### src/afs_pkg.sv
// Shared types and constants for the animation frame sequencer.
`default_nettype none
package afs_pkg;

  // Field widths of the channels and registers.
  localparam int ELAPSED_W   = 16;
  localparam int FRAME_X_W   = 20;
  localparam int FRAME_NUM_W = 8;
  localparam int WIDTH_W     = 12;
  localparam int PERIOD_W    = 16;
  localparam int LAST_W      = 8;
  localparam int MODE_W      = 2;
  localparam int CFG_IDX_W   = 2;
  localparam int CFG_DATA_W  = 16;

  // Register indexes on the configuration port.
  localparam logic [CFG_IDX_W-1:0] CFG_FRAME_WIDTH = 2'd0;
  localparam logic [CFG_IDX_W-1:0] CFG_PERIOD_MS   = 2'd1;
  localparam logic [CFG_IDX_W-1:0] CFG_LAST_FRAME  = 2'd2;
  localparam logic [CFG_IDX_W-1:0] CFG_LOOP_MODE   = 2'd3;

  // Playback modes. The fourth code plays once, like MODE_ONCE.
  localparam logic [MODE_W-1:0] MODE_ONCE = 2'd0;
  localparam logic [MODE_W-1:0] MODE_LOOP = 2'd1;
  localparam logic [MODE_W-1:0] MODE_PING = 2'd2;

  typedef struct packed {
    logic [WIDTH_W-1:0]  frame_width;
    logic [PERIOD_W-1:0] frame_period_ms;
    logic [LAST_W-1:0]   last_frame_index;
    logic [MODE_W-1:0]   loop_mode;
  } cfg_t;

  typedef enum logic [2:0] {
    ST_IDLE,
    ST_DIV,
    ST_MOD_LOAD,
    ST_MOD,
    ST_UPDATE,
    ST_EMIT
  } state_t;

  // Commands from the controller to the datapath.
  typedef struct packed {
    logic load;
    logic step;
    logic load_mod;
    logic update;
    logic emit;
  } cmd_t;

  // Status from the datapath to the controller.
  typedef struct packed {
    logic iter_done;
    logic need_mod;
    logic out_full;
  } sts_t;

endpackage
`default_nettype wire

### src/afs_if.sv
// Stream interfaces for the request and result channels.
`default_nettype none
interface afs_in_if;
  import afs_pkg::*;
  logic                 valid;
  logic                 ready;
  logic [ELAPSED_W-1:0] elapsed_ms;

  modport source (output valid, output elapsed_ms, input ready);
  modport sink   (input valid, input elapsed_ms, output ready);
endinterface

interface afs_out_if;
  import afs_pkg::*;
  logic                   valid;
  logic                   ready;
  logic [FRAME_X_W-1:0]   frame_x;
  logic [FRAME_NUM_W-1:0] frame_number;
  logic                   going_forward;

  modport source (output valid, output frame_x, output frame_number,
                  output going_forward, input ready);
  modport sink   (input valid, input frame_x, input frame_number,
                  input going_forward, output ready);
endinterface
`default_nettype wire

### src/afs_cfg.sv
// Configuration register file with write decode.
`default_nettype none
module afs_cfg (
  input  wire                              clk,
  input  wire                              rst_n,
  input  wire                              cfg_we,
  input  wire  [afs_pkg::CFG_IDX_W-1:0]    cfg_index,
  input  wire  [afs_pkg::CFG_DATA_W-1:0]   cfg_wdata,
  output afs_pkg::cfg_t                    cfg
);
  import afs_pkg::*;

  cfg_t cfg_r;
  cfg_t cfg_nxt;

  always_comb begin
    cfg_nxt = cfg_r;
    if (cfg_we) begin
      unique case (cfg_index)
        CFG_FRAME_WIDTH: cfg_nxt.frame_width      = cfg_wdata[WIDTH_W-1:0];
        CFG_PERIOD_MS:   cfg_nxt.frame_period_ms  = cfg_wdata[PERIOD_W-1:0];
        CFG_LAST_FRAME:  cfg_nxt.last_frame_index = cfg_wdata[LAST_W-1:0];
        CFG_LOOP_MODE:   cfg_nxt.loop_mode        = cfg_wdata[MODE_W-1:0];
        default:         cfg_nxt = cfg_r;
      endcase
    end
  end

  always_ff @(posedge clk) begin
    if (!rst_n) begin
      cfg_r.frame_width      <= WIDTH_W'(32);
      cfg_r.frame_period_ms  <= PERIOD_W'(100);
      cfg_r.last_frame_index <= '0;
      cfg_r.loop_mode        <= MODE_ONCE;
    end else begin
      cfg_r <= cfg_nxt;
    end
  end

  assign cfg = cfg_r;

endmodule
`default_nettype wire

### src/afs_ctrl.sv
// Controller state machine that sequences the divider passes and the result.
`default_nettype none
module afs_ctrl (
  input  wire            clk,
  input  wire            rst_n,
  input  wire            in_valid,
  output logic           in_ready,
  input  wire afs_pkg::sts_t sts,
  output afs_pkg::cmd_t  cmd
);
  import afs_pkg::*;

  state_t state_r;
  state_t state_nxt;

  always_ff @(posedge clk) begin
    if (!rst_n) begin
      state_r <= ST_IDLE;
    end else begin
      state_r <= state_nxt;
    end
  end

  always_comb begin
    state_nxt = state_r;
    cmd       = '0;
    in_ready  = 1'b0;
    unique case (state_r)
      ST_IDLE: begin
        in_ready = 1'b1;
        if (in_valid) begin
          cmd.load  = 1'b1;
          state_nxt = ST_DIV;
        end
      end
      ST_DIV: begin
        cmd.step = 1'b1;
        if (sts.iter_done) begin
          state_nxt = sts.need_mod ? ST_MOD_LOAD : ST_UPDATE;
        end
      end
      ST_MOD_LOAD: begin
        cmd.load_mod = 1'b1;
        state_nxt    = ST_MOD;
      end
      ST_MOD: begin
        cmd.step = 1'b1;
        if (sts.iter_done) begin
          state_nxt = ST_UPDATE;
        end
      end
      ST_UPDATE: begin
        cmd.update = 1'b1;
        state_nxt  = ST_EMIT;
      end
      ST_EMIT: begin
        // Hold here until the output register can take the new beat.
        if (!sts.out_full) begin
          cmd.emit  = 1'b1;
          state_nxt = ST_IDLE;
        end
      end
      default: state_nxt = ST_IDLE;
    endcase
  end

endmodule
`default_nettype wire

### src/afs_dpath.sv
// Datapath: serial divider, frame state update and output register.
`default_nettype none
module afs_dpath #(
  parameter int FRAME_INDEX_BITS = 8
) (
  input  wire                                clk,
  input  wire                                rst_n,
  input  wire afs_pkg::cfg_t                 cfg,
  input  wire afs_pkg::cmd_t                 cmd,
  output afs_pkg::sts_t                      sts,
  input  wire  [afs_pkg::ELAPSED_W-1:0]      elapsed_ms,
  output logic                               out_valid,
  input  wire                                out_ready,
  output logic [afs_pkg::FRAME_X_W-1:0]      frame_x,
  output logic [afs_pkg::FRAME_NUM_W-1:0]    frame_number,
  output logic                               going_forward
);
  import afs_pkg::*;

  // Dividend width covers leftover plus elapsed, and frame plus steps.
  localparam int DW = ((FRAME_INDEX_BITS > ELAPSED_W + 1) ?
                       FRAME_INDEX_BITS : ELAPSED_W + 1) + 1;
  localparam int CW = $clog2(DW);
  localparam int PW = FRAME_INDEX_BITS + WIDTH_W;
  localparam int XW = (PW > FRAME_X_W) ? PW : FRAME_X_W;

  // Divider registers: quo_r shifts the dividend out and the quotient in.
  logic [DW-1:0]       quo_r, quo_nxt;
  logic [PERIOD_W-1:0] rem_r, rem_nxt;
  logic [PERIOD_W-1:0] dvs_r, dvs_nxt;
  logic [CW-1:0]       cnt_r, cnt_nxt;
  logic [PERIOD_W-1:0] rest_r, rest_nxt;

  // Sequencer state and output register.
  logic [FRAME_INDEX_BITS-1:0] frame_now_r, frame_now_nxt;
  logic [PERIOD_W-1:0]         leftover_r, leftover_nxt;
  logic                        forward_r, forward_nxt;
  logic                        out_valid_r, out_valid_nxt;
  logic [FRAME_X_W-1:0]        frame_x_r, frame_x_nxt;
  logic [FRAME_NUM_W-1:0]      frame_num_r, frame_num_nxt;
  logic                        going_fwd_r, going_fwd_nxt;

  logic [PERIOD_W:0]   shifted;
  logic [PERIOD_W:0]   diff;
  logic [DW-1:0]       f_ext;
  logic [DW-1:0]       last_ext;
  logic [DW-1:0]       last2;
  logic [DW-1:0]       fwd_sum;
  logic [DW-1:0]       back_gap;
  logic [DW-1:0]       f_new;
  logic [XW-1:0]       product;

  assign shifted  = {rem_r, quo_r[DW-1]};
  assign diff     = shifted - {1'b0, dvs_r};
  assign f_ext    = DW'(frame_now_r);
  assign last_ext = DW'(cfg.last_frame_index);
  assign last2    = last_ext << 1;
  assign fwd_sum  = f_ext + quo_r;
  assign back_gap = quo_r - f_ext;
  assign product  = XW'(frame_now_r) * XW'(cfg.frame_width);

  // Divider control.
  always_comb begin
    quo_nxt  = quo_r;
    rem_nxt  = rem_r;
    dvs_nxt  = dvs_r;
    cnt_nxt  = cnt_r;
    rest_nxt = rest_r;
    if (cmd.load) begin
      quo_nxt = DW'(leftover_r) + DW'(elapsed_ms);
      rem_nxt = '0;
      // A zero period counts as one millisecond.
      dvs_nxt = (cfg.frame_period_ms == '0) ? PERIOD_W'(1) : cfg.frame_period_ms;
      cnt_nxt = '0;
    end else if (cmd.load_mod) begin
      quo_nxt  = fwd_sum;
      rem_nxt  = '0;
      dvs_nxt  = PERIOD_W'(cfg.last_frame_index) + PERIOD_W'(1);
      cnt_nxt  = '0;
      rest_nxt = rem_r;
    end else if (cmd.step) begin
      if (!diff[PERIOD_W]) begin
        rem_nxt = diff[PERIOD_W-1:0];
        quo_nxt = {quo_r[DW-2:0], 1'b1};
      end else begin
        rem_nxt = shifted[PERIOD_W-1:0];
        quo_nxt = {quo_r[DW-2:0], 1'b0};
      end
      cnt_nxt = cnt_r + CW'(1);
    end
  end

  // Frame update; quo_r holds the step count, rem_r the new leftover time (loop mode: the frame, rest_r the leftover).
  always_comb begin
    f_new        = f_ext;
    leftover_nxt = leftover_r;
    forward_nxt  = forward_r;
    unique case (cfg.loop_mode)
      MODE_LOOP: begin
        f_new        = DW'(rem_r);
        leftover_nxt = rest_r;
      end
      MODE_PING: begin
        leftover_nxt = rem_r;
        if (forward_r) begin
          if (fwd_sum > last_ext) begin
            f_new       = (fwd_sum > last2) ? '0 : last2 - fwd_sum;
            forward_nxt = 1'b0;
          end else begin
            f_new = fwd_sum;
          end
        end else begin
          if (f_ext >= quo_r) begin
            f_new = f_ext - quo_r;
          end else begin
            f_new       = (back_gap > last_ext) ? last_ext : back_gap;
            forward_nxt = 1'b1;
          end
        end
      end
      default: begin
        // Play once: nothing moves while the last frame is showing.
        if (f_ext != last_ext) begin
          f_new        = (fwd_sum > last_ext) ? last_ext : fwd_sum;
          leftover_nxt = rem_r;
        end
      end
    endcase
  end

  always_comb begin
    frame_now_nxt = frame_now_r;
    if (cmd.update) begin
      frame_now_nxt = f_new[FRAME_INDEX_BITS-1:0];
    end
    out_valid_nxt = out_valid_r && !out_ready;
    frame_x_nxt   = frame_x_r;
    frame_num_nxt = frame_num_r;
    going_fwd_nxt = going_fwd_r;
    if (cmd.emit) begin
      out_valid_nxt = 1'b1;
      frame_x_nxt   = product[FRAME_X_W-1:0];
      frame_num_nxt = FRAME_NUM_W'(frame_now_r);
      going_fwd_nxt = forward_r;
    end
  end

  always_ff @(posedge clk) begin
    if (!rst_n) begin
      frame_now_r <= '0;
      leftover_r  <= '0;
      forward_r   <= 1'b1;
      out_valid_r <= 1'b0;
    end else begin
      frame_now_r <= frame_now_nxt;
      if (cmd.update) begin
        leftover_r <= leftover_nxt;
        forward_r  <= forward_nxt;
      end
      out_valid_r <= out_valid_nxt;
    end
  end

  always_ff @(posedge clk) begin
    quo_r       <= quo_nxt;
    rem_r       <= rem_nxt;
    dvs_r       <= dvs_nxt;
    cnt_r       <= cnt_nxt;
    rest_r      <= rest_nxt;
    frame_x_r   <= frame_x_nxt;
    frame_num_r <= frame_num_nxt;
    going_fwd_r <= going_fwd_nxt;
  end

  assign sts.iter_done = (cnt_r == CW'(DW - 1));
  assign sts.need_mod  = (cfg.loop_mode == MODE_LOOP);
  assign sts.out_full  = out_valid_r && !out_ready;

  assign out_valid     = out_valid_r;
  assign frame_x       = frame_x_r;
  assign frame_number  = frame_num_r;
  assign going_forward = going_fwd_r;

endmodule
`default_nettype wire

### src/animation_frame_sequencer_top.sv
// Top level of the animation frame sequencer.
//
//  Channel  Direction  Handshake          Beat payload
//  in_ch    sink       valid/ready        elapsed_ms[15:0]
//  out_ch   source     valid/ready        frame_x[19:0], frame_number[7:0], going_forward
//  cfg_*    sink       cfg_we (no wait)   cfg_index[1:0], cfg_wdata[15:0]
//
// One request at a time: an 18-step restoring divider forms the step count, and in
// loop mode a second pass forms the wrap modulo; then the frame state updates and
// the result enters the output register, after which the next request beat is taken.
// Reset is synchronous and active low; it restores register defaults and the
// frame state. A result waits in the output register while the next request
// is taken; the following result waits for that register to drain.
`default_nettype none
module animation_frame_sequencer_top #(
  parameter int FRAME_INDEX_BITS = 8
) (
  input  wire                             clk,
  input  wire                             rst_n,
  afs_in_if.sink                          in_ch,
  afs_out_if.source                       out_ch,
  input  wire                             cfg_we,
  input  wire  [afs_pkg::CFG_IDX_W-1:0]   cfg_index,
  input  wire  [afs_pkg::CFG_DATA_W-1:0]  cfg_wdata
);
  import afs_pkg::*;

  cfg_t cfg;
  cmd_t cmd;
  sts_t sts;
  logic in_ready;
  logic out_valid;

  afs_cfg u_cfg (
    .clk       (clk),
    .rst_n     (rst_n),
    .cfg_we    (cfg_we),
    .cfg_index (cfg_index),
    .cfg_wdata (cfg_wdata),
    .cfg       (cfg)
  );

  afs_ctrl u_ctrl (
    .clk      (clk),
    .rst_n    (rst_n),
    .in_valid (in_ch.valid),
    .in_ready (in_ready),
    .sts      (sts),
    .cmd      (cmd)
  );

  afs_dpath #(
    .FRAME_INDEX_BITS (FRAME_INDEX_BITS)
  ) u_dpath (
    .clk           (clk),
    .rst_n         (rst_n),
    .cfg           (cfg),
    .cmd           (cmd),
    .sts           (sts),
    .elapsed_ms    (in_ch.elapsed_ms),
    .out_valid     (out_valid),
    .out_ready     (out_ch.ready),
    .frame_x       (out_ch.frame_x),
    .frame_number  (out_ch.frame_number),
    .going_forward (out_ch.going_forward)
  );

  assign in_ch.ready  = in_ready;
  assign out_ch.valid = out_valid;

`ifndef NO_ASSERTIONS
  // Only one datapath command is issued in any cycle.
  a_cmd_onehot: assert property (@(posedge clk) disable iff (!rst_n)
    $onehot0({cmd.load, cmd.step, cmd.load_mod, cmd.update, cmd.emit}))
    else $error("more than one datapath command in a cycle");

  // A request beat closes the input until its result is emitted.
  a_busy_after_load: assert property (@(posedge clk) disable iff (!rst_n)
    (in_ch.valid && in_ready) |=> !in_ready)
    else $error("input reopened right after a request beat");

  // A new result never overwrites one that is still waiting.
  a_no_overwrite: assert property (@(posedge clk) disable iff (!rst_n)
    cmd.emit |-> !(out_valid && !out_ch.ready))
    else $error("result emitted over a pending beat");

  // The state update is always followed by the emit stage.
  a_update_then_emit: assert property (@(posedge clk) disable iff (!rst_n)
    cmd.update |=> !in_ready)
    else $error("input opened before the result was emitted");
`endif

endmodule
`default_nettype wire
### src/flat_wrapper.sv
// flat-port wrapper written by rule: the top's interface ports become plain ports
module animation_frame_sequencer_top_flat import afs_pkg::*;
#(
  parameter int FRAME_INDEX_BITS = 8
)
  (clk, rst_n, cfg_we, cfg_index, cfg_wdata, in_ch_valid, in_ch_elapsed_ms, in_ch_ready, out_ch_valid, out_ch_frame_x, out_ch_frame_number, out_ch_going_forward, out_ch_ready);
  afs_in_if in_ch_i ();
  afs_out_if out_ch_i ();
  input  wire clk;
  input  wire rst_n;
  input  wire cfg_we;
  input  wire  [afs_pkg::CFG_IDX_W-1:0] cfg_index;
  input  wire  [afs_pkg::CFG_DATA_W-1:0] cfg_wdata;
  input wire logic [$bits(in_ch_i.valid)-1:0] in_ch_valid;
  input wire logic [$bits(in_ch_i.elapsed_ms)-1:0] in_ch_elapsed_ms;
  output wire logic [$bits(in_ch_i.ready)-1:0] in_ch_ready;
  output wire logic [$bits(out_ch_i.valid)-1:0] out_ch_valid;
  output wire logic [$bits(out_ch_i.frame_x)-1:0] out_ch_frame_x;
  output wire logic [$bits(out_ch_i.frame_number)-1:0] out_ch_frame_number;
  output wire logic [$bits(out_ch_i.going_forward)-1:0] out_ch_going_forward;
  input wire logic [$bits(out_ch_i.ready)-1:0] out_ch_ready;
  assign in_ch_i.valid = in_ch_valid;
  assign in_ch_i.elapsed_ms = in_ch_elapsed_ms;
  assign in_ch_ready = in_ch_i.ready;
  assign out_ch_valid = out_ch_i.valid;
  assign out_ch_frame_x = out_ch_i.frame_x;
  assign out_ch_frame_number = out_ch_i.frame_number;
  assign out_ch_going_forward = out_ch_i.going_forward;
  assign out_ch_i.ready = out_ch_ready;
  animation_frame_sequencer_top #(.FRAME_INDEX_BITS(FRAME_INDEX_BITS)) u_core (.clk(clk), .rst_n(rst_n), .in_ch(in_ch_i), .out_ch(out_ch_i), .cfg_we(cfg_we), .cfg_index(cfg_index), .cfg_wdata(cfg_wdata));
endmodule
### config.mk
export PLATFORM = sky130hd
export DESIGN_NAME = animation_frame_sequencer_top_flat
export DESIGN_NICKNAME = d
export VERILOG_FILES = /design/src/afs_pkg.sv /design/src/afs_if.sv /design/src/afs_cfg.sv /design/src/afs_ctrl.sv /design/src/afs_dpath.sv /design/src/animation_frame_sequencer_top.sv /design/src/flat_wrapper.sv
export SDC_FILE = /design/constraint.sdc
export NUM_CORES = 1
export LEC_CHECK = 0
export ABC_AREA = 1
export BUFFER_PORTS_ARGS = -buffer_cell sky130_fd_sc_hd__buf_2
export CAP_MARGIN = 10
export CORE_MARGIN = 3
export CORE_UTILIZATION = 56
export CTS_CLUSTER_SIZE = 14
export DETAILED_ROUTE_END_ITERATION = 7
export GPL_TIMING_DRIVEN = 0
export HOLD_SLACK_MARGIN = 0.15
export PLACE_DENSITY = 0.74
export SKIP_LAST_GASP = 1
export SLEW_MARGIN = 10
export SYNTH_ARGS = -nofsm -noshare
export SYNTH_HDL_FRONTEND = slang
export SYNTH_SLANG_ARGS = --single-unit
### constraint.sdc
create_clock -name clk -period 5.6 [get_ports clk]
set_input_delay 0.56 -clock clk [delete_from_list [all_inputs] [get_ports clk]]
set_output_delay 0.56 -clock clk [all_outputs]
set_load 0.03 [all_outputs]
==> out/summary.txt <==
Status = complete, no violations
Synth Cell Area = 14,500 um2
CP arrival = 5460 ps
Total congestion overflow = 0
Post-DP HPWL = 31.5 mm
Final-report hold violation count = 0
Fin cells = 2,385
Share of post-route cells with drive strength above 1 = 7.93%
Antenna violations before repair = 0
I/O pin cnt = 70
WL final = 40.1 mm
Placement Setup Slack = -170 ps
First-pass GRT wire length = 65.5 mm
Slew @ Worst Pin = 952 ps
GP Congestion = 1.02
Final Slew Violations = 0
Htree depth = 4
Final setup viols = 0
Clock period minus worst slack = 5270 ps
Vias in the first global route = 12.7k
Pwr/cell area = 387 nW/um2
Slew HR = 36.2%
Initial Utilization = 57.3%
Max Freq = 0.190 GHz
Global-route total usage across every layer = 29.1%
Worst r2r src = u_core.u_dpath.frame_now_r[4]$_SDFFE_PN0P_
RSZ-0062 raised after global routing = false
CTS sink cnt = 167
Row count = 58
Buffers on Ports = 68
Vias/cell = 5.56
Combinational family with the most area after synthesis = simple AND/OR/NAND/NOR gates
Die Y = 167 um
Synth Register Bits = 167
Clock transition at the registers of the reported paths = 80 ps
Synth cell types = 50
Post-synthesis sequential area ratio = 28.6%
Routed Antenna Nets = 0
Cts bufs inserted = 17
Clock buffer depth = 2
Nets = 2,279
Drt pass-1 iters = 8
Hold_sp = cfg_wdata[10]
Clk root buf = clkbuf_16
CTS tree = done
Mapped Cells = 1,957
Post-synthesis xor/xnor area fraction = 3.58%
Max cap viols = 0
Hold endpoint = u_core.u_cfg.cfg[36]$_SDFFE_PN0P_
Post-Syn Nets = 2,194
CP required = 5790 ps
Placed insts = 2,357
Total power = 6.15 mW
Worst min path class = in -> reg
Crit path launch type = flop
Clock Skew = 14.1 ps
Fin Setup TNS = 0 ps
Leak pwr = 7.96 nW
Critical path peak fanout = 10
Post-synthesis compound-gate area fraction = 13.5%
FF-to-FF path depth = 20
Largest net degree at the start of global routing = 28
Antenna diodes = 0
Primary FF master, synth = dfxtp_1
Post-synth EDFFs = 79
Post-Synth Simple-Gate Area = 22.3%
Critical path endpoint category = flop
Die width = 167 um
Final period util = 94.1%
Post-route DRC = 0
Post-synth ARST share = 0%
WL/cell = 16.8 um
Total number of vias = 13.3k
Mux cell area share after synthesis = 0%
Area share of fa/ha/maj cells after synthesis = 20.5%
Final worst setup slack = 330 ps
RR Endpoint = u_core.u_dpath.frame_x[17]$_DFFE_PP_
Fill cell count = 2,283
Max VDD drop = 0.216 mV
DIE AREA = 27,800 um2
Area delta synth->final = 9.86%
DRT iter0 DRCs = 1,369
R2r setup slk = 330 ps
Clk_lat worst skew = 440 ps
Hold depth = 3
Syn_area_per_cell = 7.39 um2
CP Class = reg -> reg
Core ar. = 25,300 um2
Yosys warnings = 0
[state kept, by name (all words and copies together) (netlist names)]
register	flops
u_core.u_dpath.going_forward	1
u_core.u_dpath.leftover_r	16
u_core.u_dpath.frame_now_r	8
u_core.u_dpath.dvs_r	16
u_core.u_dpath.cnt_r	5
u_core.u_dpath.rem_r	16
u_core.u_dpath.out_valid	1
u_core.u_dpath.quo_r	18
u_core.u_dpath.rest_r	16
u_core.u_dpath.forward_r	1
u_core.u_cfg.cfg	38
u_core.u_dpath.frame_x	20
u_core.u_ctrl.state_r	3
u_core.u_dpath.frame_number	8
[repair_timing]
item                       CTS  global route
gates resized for setup      7            10
setup endpoints to repair    3             4
hold buffers                 0             0
buffers inserted             0             0
pin swaps                    0             0
[worst max-delay path: stages, from the launching register on]
cell and delay (ps):
dfxtp_2 540, clkbuf_4 320, nand2_1 100, fa_1 520, fa_1 600, fa_1 450, fa_1 540, inv_1 40
ha_1 360, a21o_1 210, a31oi_1 270, o21ai_1 160, a21oi_1 160, o21bai_1 100, nand2_1 60, inv_1 50
nor2_1 120, o21bai_1 140, nand2_1 80, nand2_1 50, xor2_1 150
[power by group]
part / switching [mW] / total [mW] / internal [mW]
logic: 2.10 / 3.11 / 1.01
clock network: 0.637 / 1.25 / 0.616
registers: 0.228 / 1.79 / 1.56
[logic make-up (layout without fill, tap and decap cells)]
family                   after synthesis  in the layout
AND/OR/NAND/NOR                      762            762
AO/OA/AOI/OAI                        339            339
buffers and inverters                434            532
adder cells (fa/ha/maj)              198            198
flip-flops                           167            167
XOR/XNOR                              57             57
[worst max path at each step]
stage | slack [ps] | cells past startpoint | startpoint | endpoint
finish | 330 | 20 | u_core.u_dpath.frame_now_r[4]$_SDFFE_PN0P_ | u_core.u_dpath.frame_x[17]$_DFFE_PP_
global route | 2 | 20 | u_core.u_dpath.frame_now_r[4]$_SDFFE_PN0P_ | u_core.u_dpath.frame_x[19]$_DFFE_PP_
CTS | 40 | 23 | u_core.u_dpath.frame_now_r[2]$_SDFFE_PN0P_ | u_core.u_dpath.frame_x[19]$_DFFE_PP_
detailed placement | -170 | 21 | u_core.u_dpath.frame_now_r[6]$_SDFFE_PN0P_ | u_core.u_dpath.frame_x[19]$_DFFE_PP_
global placement | -70 | 21 | u_core.u_dpath.frame_now_r[6]$_SDFFE_PN0P_ | u_core.u_dpath.frame_x[19]$_DFFE_PP_
floorplan | 800 | 25 | u_core.u_dpath.frame_now_r[7]$_SDFFE_PN0P_ | u_core.u_dpath.frame_x[19]$_DFFE_PP_
[per-stage QoR]
stage          area [um2]  utilization, %  hold WS, ps
2_1_floorplan       14500               -          403
3_3_place_gp        15200            60.3          413
3_5_place_dp        15300            60.5          415
4_1_cts             15900            63.0          381
5_1_grt             15900            62.9          404
6_report            15900            62.9          391
[cell type report]
cell class	count	area, um2	area share (%)
Multi-Input combinational cell	1356	8680	54.6
Inverter	370	1390	8.75
Sequential cell	167	4140	26.1
Timing Repair Buffer	70	368	2.31
Tap cell	330	413	2.60
Buffer	60	273	1.72
Clock inverter	15	198	1.24
Clock buffer	17	425	2.68
[placed cells by master (no fill, tap or decap), types with 24 or more instances in the layout]
cell type,netlist,final
edfxtp_1,79,79
buf_2,8,76
nand3_1,84,84
xor2_1,36,36
o211ai_1,24,24
o21ai_0,114,113
clkbuf_1,51,42
inv_1,360,360
ha_1,132,132
a21oi_1,123,122
nor2_1,112,112
nand2_1,476,476
dfxtp_1,88,82
fa_1,66,66
nand4_1,43,43
[Yosys cell counts (2+ instances only)]
cell        n  area [um2]
a21oi_1   123         616
nor3_1     15        75.1
nor4_1      5        31.3
a32o_1      4        40.0
nor2_1    112         420
a211oi_1    7        52.6
nand2_2     6        37.5
o31ai_1     6        45.0
nor2_4      4        45.0
xnor2_1    20         175
nand3b_1    4        30.0
nor2_2      3        18.8
a22oi_1     2        15.0
clkbuf_1   51         191
xor2_1     36         315
o21bai_1    7        52.6
buf_4       3        22.5
edfxtp_1   79        2370
buf_6       2        22.5
a21oi_2     5        43.8
nand2_1   476        1790
or2_2       2        12.5
fa_1       66        1320
a21boi_0    2        15.0
a31oi_1    20         125
o221ai_1   12         105
buf_2       8        40.0
nand3_2     2        20.0
clkinv_1    3        11.3
inv_2       6        22.5
ha_1      132        1650
o21ai_1     3        15.0
nand3_1    84         420
o22ai_1     4        25.0
o211ai_1   24         180
and3_1      2        12.5
inv_1     360        1350
dfxtp_1    88        1760
a21o_1      2        15.0
nand2_4     2        22.5
nand4_1    43         269
o21ai_0   114         571
[per-layer routing]
layer	vias to the layer above	wire length, um	track usage [%]	share of wire, %
met2	483	18500	47.5	46
li1	6512	-	-	-
met4	0	856	7.60	2.1
met1	6196	17900	41.5	45
met5	-	0	0	0
met3	75	2940	3.49	7.3
No activity file was read; power rests on OpenSTA's default activity.
